### config.mk
export PLATFORM = sky130hd
export DESIGN_NAME = pink_noise_generator
export DESIGN_NICKNAME = d
export VERILOG_FILES = /design/src/hdl/png_pkg.sv /design/src/hdl/png_gen.sv /design/src/hdl/png_rows.sv /design/src/hdl/pink_noise_generator.sv
export SDC_FILE = /design/constraint.sdc
export NUM_CORES = 1
export LEC_CHECK = 0
export BUFFER_PORTS_ARGS = -buffer_cell sky130_fd_sc_hd__buf_4
export CELL_PAD_IN_SITES_DETAIL_PLACEMENT = 1
export CELL_PAD_IN_SITES_GLOBAL_PLACEMENT = 1
export CORE_UTILIZATION = 42
export DETAILED_ROUTE_END_ITERATION = 10
export PLACE_DENSITY_LB_ADDON = 0.2
export SYNTH_ARGS = -nofsm -noshare
export SYNTH_HDL_FRONTEND = slang
export SYNTH_SLANG_ARGS = --single-unit
### constraint.sdc
create_clock -name i_clk -period 5 [get_ports i_clk]
set_input_delay 0.25 -clock i_clk [delete_from_list [all_inputs] [get_ports i_clk]]
set_output_delay 0.25 -clock i_clk [all_outputs]
set_load 0.02 [all_outputs]
### src/hdl/png_pkg.sv
// Types and constants for the pink noise generator.
// No dependencies; imported by every module of the block.
package png_pkg;

    localparam int GEN_W     = 32;
    localparam int WHITE_W   = 24;
    localparam int WHITE_LSB = 8;
    localparam int SUM_W     = 27;
    localparam int ROW_OUT_W = 3;

    localparam int SHIFT_A = 13;
    localparam int SHIFT_B = 17;
    localparam int SHIFT_C = 5;

    localparam logic [GEN_W-1:0] SEED_RESET = 32'd2463534242;

    typedef logic [GEN_W-1:0]            t_gen;
    typedef logic signed [WHITE_W-1:0]   t_white;
    typedef logic signed [SUM_W-1:0]     t_sum;
    typedef logic [ROW_OUT_W-1:0]        t_row_out;

    typedef struct packed {
        t_sum     pink_sum;
        t_row_out updated_row;
    } t_row_result;

endpackage

### src/hdl/png_gen.sv
// Xorshift white sample source with seed load.
// Depends on png_pkg.
module png_gen
    import png_pkg::*;
(
    input  logic   i_clk,
    input  logic   i_rst_n,
    input  logic   i_load,
    input  t_gen   i_seed,
    input  logic   i_step,
    output t_white o_white
);

    t_gen r_word;
    t_gen n_word;
    t_gen x1;
    t_gen x2;

    always_comb begin
        x1     = r_word ^ (r_word << SHIFT_A);
        x2     = x1 ^ (x1 >> SHIFT_B);
        n_word = x2 ^ (x2 << SHIFT_C);
    end

    assign o_white = t_white'(n_word[WHITE_LSB +: WHITE_W]);

    always_ff @(posedge i_clk) begin
        if (!i_rst_n) begin
            r_word <= SEED_RESET;
        end else if (i_load) begin
            r_word <= i_seed;
        end else if (i_step) begin
            r_word <= n_word;
        end
    end

endmodule

### src/hdl/png_rows.sv
// Tick counter, row select, row registers and running sum.
// Depends on png_pkg.
module png_rows
    import png_pkg::*;
#(
    parameter int ROW_COUNT = 5
)
(
    input  logic        i_clk,
    input  logic        i_rst_n,
    input  logic        i_step,
    input  t_white      i_white,
    output t_row_result o_result
);

    localparam int TICK_BITS = ROW_COUNT - 1;
    localparam int ROW_BITS  = $clog2(ROW_COUNT);

    logic [TICK_BITS-1:0] r_tick_count;
    logic [TICK_BITS-1:0] n_tick_count;
    t_white               r_rows [ROW_COUNT];
    t_sum                 r_total;
    t_sum                 n_total;
    logic [ROW_BITS-1:0]  sel;

    always_comb begin
        n_tick_count = r_tick_count + TICK_BITS'(1);
        sel          = ROW_BITS'(ROW_COUNT - 1);
        for (int i = TICK_BITS - 1; i >= 0; i--) begin
            if (n_tick_count[i]) begin
                sel = ROW_BITS'(i);
            end
        end
        n_total = r_total - t_sum'(r_rows[sel]) + t_sum'(i_white);
    end

    assign o_result.pink_sum    = n_total;
    assign o_result.updated_row = t_row_out'(sel);

    always_ff @(posedge i_clk) begin
        if (!i_rst_n) begin
            r_tick_count <= '0;
            r_total      <= '0;
            for (int i = 0; i < ROW_COUNT; i++) begin
                r_rows[i] <= '0;
            end
        end else if (i_step) begin
            r_tick_count <= n_tick_count;
            r_total      <= n_total;
            r_rows[sel]  <= i_white;
        end
    end

endmodule

### src/hdl/pink_noise_generator.sv
// Pink noise generator top level: input register, row update, result register.
// Depends on png_pkg, png_gen and png_rows.
//
//  channel   valid     ready     payload
//  input     i_valid   o_ready   i_tick
//  output    o_valid   i_ready   o_pink_sum, o_updated_row
//  config    i_cfg_wr_en  -      i_cfg_wr_data (seed)
//
// One item per cycle sustained while results are taken; a tick item's result passes from
// the input register through the xorshift, row select and sum update into the result
// register, which drives o_valid.
// Synchronous active-low reset clears rows, sum and counter and loads the default seed.
// While a result waits, zero ticks still pass; a tick item stays in the input register
// and o_ready drops until the result is taken. A zero tick passes with no result.
module pink_noise_generator
    import png_pkg::*;
#(
    parameter int ROW_COUNT = 5
)
(
    input  logic     i_clk,
    input  logic     i_rst_n,
    input  logic     i_valid,
    output logic     o_ready,
    input  logic     i_tick,
    output logic     o_valid,
    input  logic     i_ready,
    output t_sum     o_pink_sum,
    output t_row_out o_updated_row,
    input  logic     i_cfg_wr_en,
    input  t_gen     i_cfg_wr_data
);

    logic        r_in_valid;
    logic        r_in_tick;
    logic        r_out_valid;
    t_sum        r_pink_sum;
    t_row_out    r_updated_row;
    logic        out_free;
    logic        advance;
    logic        step;
    t_white      white;
    t_row_result result;

    assign out_free = !r_out_valid || i_ready;
    assign advance  = r_in_valid && (!r_in_tick || out_free);
    assign step     = r_in_valid && r_in_tick && out_free;
    assign o_ready  = !r_in_valid || advance;

    png_gen u_gen (
        .i_clk   (i_clk),
        .i_rst_n (i_rst_n),
        .i_load  (i_cfg_wr_en),
        .i_seed  (i_cfg_wr_data),
        .i_step  (step),
        .o_white (white)
    );

    png_rows #(
        .ROW_COUNT (ROW_COUNT)
    ) u_rows (
        .i_clk    (i_clk),
        .i_rst_n  (i_rst_n),
        .i_step   (step),
        .i_white  (white),
        .o_result (result)
    );

    always_ff @(posedge i_clk) begin
        if (!i_rst_n) begin
            r_in_valid  <= 1'b0;
            r_out_valid <= 1'b0;
        end else begin
            if (i_valid && o_ready) begin
                r_in_valid <= 1'b1;
            end else if (advance) begin
                r_in_valid <= 1'b0;
            end
            if (step) begin
                r_out_valid <= 1'b1;
            end else if (i_ready) begin
                r_out_valid <= 1'b0;
            end
        end
    end

    always_ff @(posedge i_clk) begin
        if (i_valid && o_ready) begin
            r_in_tick <= i_tick;
        end
        if (step) begin
            r_pink_sum    <= result.pink_sum;
            r_updated_row <= result.updated_row;
        end
    end

    assign o_valid       = r_out_valid;
    assign o_pink_sum    = r_pink_sum;
    assign o_updated_row = r_updated_row;

endmodule

### Word level (Yosys, flattened, before mapping)

Memories as Yosys holds them, arrays and structs flattened.
Index checks and enable logic that the tools add are counted.

| storage, ports and cells | value |
|---|---|
| word-level logic and storage cells | 46 |
| input bits | 38 |
| flip-flop bits (word level) | 96 |
| memories | 1 |
| RAM bits | 120 |
| output and inout bits | 32 |

| cells by class | value |
|---|---|
| add/subtract/negate cells | 3 |
| reductions and logical operators | 14 |
| muxes and demuxes | 17 |
| bitwise logic cells | 3 |

Memory list:

| memory | words | width | read ports | clocked after memory_dff | wr ports | RTL line | source |
|---|---|---|---|---|---|---|---|
| u_rows.r_rows | 5 | 24 | 1 | 0 | 5 | png_rows.sv:21 | `t_white r_rows [ROW_COUNT];` |

Operators by type and width:

| operator | count |
|---|---|
| 32-bit two-way mux | 2 |
| 32-bit bitwise XOR | 2 |
| 32-bit by 15-bit bitwise XOR with 32-bit output | 1 |
| 27-bit by 24-bit adder with 27-bit output | 1 |
| 27-bit by 24-bit subtractor with 27-bit output | 1 |
| 24-bit two-way mux | 1 |
| 24-bit OR reduction | 1 |
| 3-bit two-way mux | 5 |
| 1-bit two-way mux | 9 |
| 2-bit nonzero test | 3 |
| 4-bit by 1-bit adder with 4-bit output (second input constant) | 1 |
| 1-bit logical AND | 4 |
| 1-bit logical NOT | 3 |
| 1-bit logical OR | 3 |

### Logic depth before layout (Yosys ltp)

| depth | value |
|---|---|
| depth after elaboration | 8 |
| mapped depth | 20 |
| mapped depth without buffers | 19 |

### Cells and area by module

Synthesis repeated with hierarchy kept, for this count alone.

| unflattened totals | value |
|---|---|
| cell total of the unflattened synthesis | 1067 |
| area, all modules | 13093.8 sq um |

By module, submodules not included:

| module | area an instance (sq um) | times used | cells each |
|---|---|---|---|
| png_rows | 9874.5 | 1 | 776 |
| png_gen | 2183.3 | 1 | 250 |
| pink_noise_generator | 1036.0 | 1 | 41 |

### Worst setup path before layout

Ideal clock, no wire load.

| path | value |
|---|---|
| kind | reg2reg |
| from | register u_rows.r_tick_count[1] |
| to | register u_rows.r_total[26] |
| slack | 397 ps |
| arrival time | 4488 ps |
| stages on the path, launching flop included | 20 |
| library setup time | 115 ps |
| period minus slack after synthesis | 4603 ps |
| required time | 4885 ps |
| path through | dfxtp_1 -> ha_1 -> nand2_1 -> a21oi_1 -> nor3_1 -> a21oi_2 -> buf_2 -> mux2_2 -> mux4_2 -> fa_1 -> inv_1 -> ha_1 -> buf_2 -> a21oi_2 -> o21a_1 -> o21ai_0 -> a211o_1 -> or3_1 -> and4_1 -> o21a_1 |

| on the way | value |
|---|---|
| cells in the longest elaborated chain, start to end | 8 |

Ends and longest elaborated chain:

| element | RTL line | source |
|---|---|---|
| from (decl) | png_rows.sv:19 | `logic [TICK_BITS-1:0] r_tick_count;` |
| from (signal assigned) | png_rows.sv:48 | `r_tick_count <= n_tick_count;` |
| 4-bit by 1-bit adder with 4-bit output (*) | png_rows.sv:27 | `n_tick_count = r_tick_count + TICK_BITS'(1);` |
| 3-bit two-way mux (2 in series) | png_rows.sv:30 | `if (n_tick_count[i]) begin` |
| 3-bit two-way mux (*) (2 in series) | png_rows.sv:30 |  |
| memory 5 x 24 bit (*) | n/a |  |
| 27-bit by 24-bit subtractor with 27-bit output (*) | png_rows.sv:34 | `n_total = r_total - t_sum'(r_rows[sel]) + t_sum'(i_white);` |
| 27-bit by 24-bit adder with 27-bit output (*) | png_rows.sv:34 |  |
| to (signal assigned) | png_rows.sv:49 | `r_total <= n_total;` |
| to (decl) | png_rows.sv:22 | `t_sum r_total;` |

Mark *: on every way between the ends. The rest lies on a longest branch, timed or not.
A chain may end at the register's enable or synchronous reset.

==> results.toml <==
[cells_and_area]
diodes = 0
fin_area_mm2 = 0.01605
drive_gt1_share_pct = 27.52
area_growth_pct = 25.87
num-fill-cells = 3117
regArea_mm2 = 0.006559
multi_input_area_mm2 = 0.005759
final_nets = 1448

[timing]
setup_viol = 0
tightestPinTransition_ps = 1041
whs_ps = 24.77
finalCriticalPeriod_ps = 4825
max_slew_margin_pct = 30.36
fmax_ghz = 0.2073
maxSlewViolCount = 0
setup_slack_ps = 174.9
min_period_over_period_pct = 96.50
finClkSkew_ps = 15.17
timing.final.hold_violations = 0

[clocking]
max-clock-path-buffers = 3
tritoncts = "built"
clock-sinks = 240
insertion_delay_ps = 550
cts_buffers = 28
cts.reportedPaths.clkPinSlew_ps = 60
root_buffer = "clkbuf_16"
htree_levels = 1

[yosys]
synth.most_common_cell = "edfxtp_1"
syn_area_mm2 = 0.01275
yosys.area.top_type = "edfxtp_1"
ys_seq_area_share_pct = 51.43
syn_area_per_cell_um2 = 11.30
synth-seq-cells = 240
synth_ff_type = "edfxtp_1"
netlist_instances = 1128
yosys.area.top_type_share_pct = 41.22
yosys_warnings = 0
synth_common_cells = "175 x edfxtp_1, 146 x nor2_1, 98 x inv_1, 80 x nand2_1, 65 x dfxtp_1"
synth_edf_count = 175
postSynth.asyncResetShare_pct = 0
synth_area_leaders = "edfxtp_1 41%, dfxtp_1 10%, mux2_2 4.3%"
ys_types = 57

[setup_path]
end_kind = "flip-flop"
critPathKind = "flip-flop to flip-flop"
cp_slowest_cell = "mux4_2"
path_delay_family = "adder cells"
startpoint_type = "flip-flop"
crit_fanout = 10
cp_slowest_stage_delay_ps = 500
crit_buf_inv = 6
worstPathArrival_ps = 5130
cp_cell_sequence = "ha_4 -> nand2_1 -> a21oi_1 -> nor3_1 -> a21oi_4 -> buf_12 -> buf_6 -> buf_4 -> mux2_2 -> mux4_2 -> fa_1 -> inv_1 -> ha_1 -> nand4_1 -> buf_4 -> a211oi_2 -> buf_4 -> o31a_1 -> and4_1 -> nor2_1 -> xnor2_1"
worstPathRequired_ps = 5300
cp_common_cell = "buf_4"

[global_routing]
antenna_found_initial = 0
gr-total-overflow = 0
grt_pass1_wl_um = 57680
grt_max_degree = 64
grt_pass1_vias = 10090
track_usage_pct = 24.71

[route]
drt_iter0_drc = 512
post_drt_wl_per_cell_um = 20.95
dr.pass1.iters = 5
num_vias = 9249
drc = 0
ant_nets = 0
vias_per_cell = 5.234
routed_wl_um = 37020

[power]
power_frac_clock_pct = 24.4
seq_power_share_pct = 28.6
power_density_mw_per_mm2 = 568.7
p_sw_share_pct = 35.92
ir_drop_uv = 304.2
total_leakage_power_nw = 6.586
p_sw_mw = 3.278
p_int_mw = 5.848
p_comb_share_pct = 47.0

[place]
dpl_worst_slack_ps = -238.4
dp_hpwl_um = 25990
dpl_cell_area_mm2 = 0.01461
gp_congestion = 0.8160
portBuffers = 69

[die]
num_rows = 63
die_x_um = 176.2
core_area_mm2 = 0.02972
start_util_pct = 42.90
die_h_um = 176.2
dieArea_mm2 = 0.03105
ioPinCount = 70

[run]
cap_violations = 0

[run_status]
outcome = "finished clean"

[hold_path]
min_path_type = "input pin to flip-flop"
[area by class of cell]
| cell class | count | area share [%] |
|---|---|---|
| inverter | 100 | 2.355 |
| multi-input combinational | 754 | 35.89 |
| clock inverter | 11 | 1.255 |
| sequential | 240 | 40.88 |
| clock buffer | 41 | 4.991 |
| tap | 390 | 3.041 |
| timing repair buffer | 231 | 11.59 |
[final timing paths]
kind	start	cells after the start	endpoint	slack (ps)
hold / removal	i_cfg_wr_data[13]	4	u_gen.r_word[13]	20
hold reg to reg	u_rows.r_total[17]	2	u_rows.r_total[17]	460
setup / recovery	u_rows.r_tick_count[0]	21	o_pink_sum[25]	170
setup reg to reg	u_rows.r_tick_count[0]	21	o_pink_sum[25]	170
[power groups by stage]
| stage | clock network [mW] | registers, mW | logic [mW] |
|---|---|---|---|
| 2_1_floorplan | 0 | 2.70 | 2.24 |
| 3_3_place_gp | 0 | 2.64 | 4.04 |
| 3_5_place_dp | 0 | 2.65 | 4.13 |
| 4_1_cts | 2.26 | 2.61 | 4.20 |
| 5_1_grt | 2.33 | 2.63 | 4.70 |
| 6_report | 2.22 | 2.61 | 4.29 |
[cell families after synthesis]
family                     Yosys count  synth area share (%)
DFF                                240                 51.43
buffers and inverters              157                 4.868
adders and majority gates           55                 6.930
and+or+nand+nor                    324                 11.36
other                                1               0.02942
AOI/OAI and AO/OA                  181                 9.226
muxes                               80                 9.178
xor gates and xnor gates            90                 6.979
[state kept, by name, indices dropped and copies added, names as in the netlist]
register / count
o_updated_row: 3
r_in_tick: 1
u_rows.r_total: 27
u_rows.r_rows: 144
r_in_valid: 1
o_valid: 1
u_rows.r_tick_count: 4
u_gen.r_word: 32
o_pink_sum: 27
[per-layer routing]
metal,vias to the layer above,global-route usage [%],wire (um)
met5,-,0,0
met4,0,7.065,1008
met3,53,3.338,1660
met2,202,43.90,18630
met1,4649,31.24,15730
li1,4345,-,-
[layout by cell type, fill, tap and decap left out, types with 22 or more instances in the layout]
master         netlist  layout
a21oi_1             57      51
buf_4                0     194
clkbuf_16            0      29
conb_1               1      24
dfxtp_1             65      63
dlygate4sd3_1        0      32
edfxtp_1           175     175
fa_1                26      26
ha_1                29      27
inv_1               98      98
mux2_2              49      49
mux4_2              22      23
nand2_1             80      80
nor2_1             146     146
o21ai_0             28      22
xnor2_1             58      58
[stage by stage]
stage | power, mW | utilization, % | std cells | setup TNS, ps
after floorplan | 4.935 | - | 1151 | 0
after global placement | 6.686 | 49.16 | 1681 | -425.1
after detailed placement | 6.786 | 49.16 | 1681 | -2154
after CTS | 9.076 | 53.74 | 1767 | 0
after global routing | 9.660 | 53.99 | 1767 | -16.88
final | 9.126 | 53.99 | 1767 | 0
[worst register-to-register path, cell delays in order (launching register included)]
cell and delay (ps):
dfxtp_2 350, ha_4 160, nand2_1 70, a21oi_1 140, nor3_1 90, a21oi_4 200, buf_12 160, buf_6 160
buf_4 170, mux2_2 330, mux4_2 500, fa_1 500, inv_1 50, ha_1 340, nand4_1 150, buf_4 170
a211oi_2 150, buf_4 150, o31a_1 220, and4_1 290, nor2_1 70, xnor2_1 130
[what timing repair did]
action | CTS | global route
buffers inserted | 2 | 0
pin swaps | 1 | 3
gates resized for setup | 4 | 23
cloned | 0 | 0
hold endpoints to repair | 32 | 0
hold buffers | 32 | 0
endpoints found under the setup margin | 20 | 22
Power figures use the tool's default switching activity.
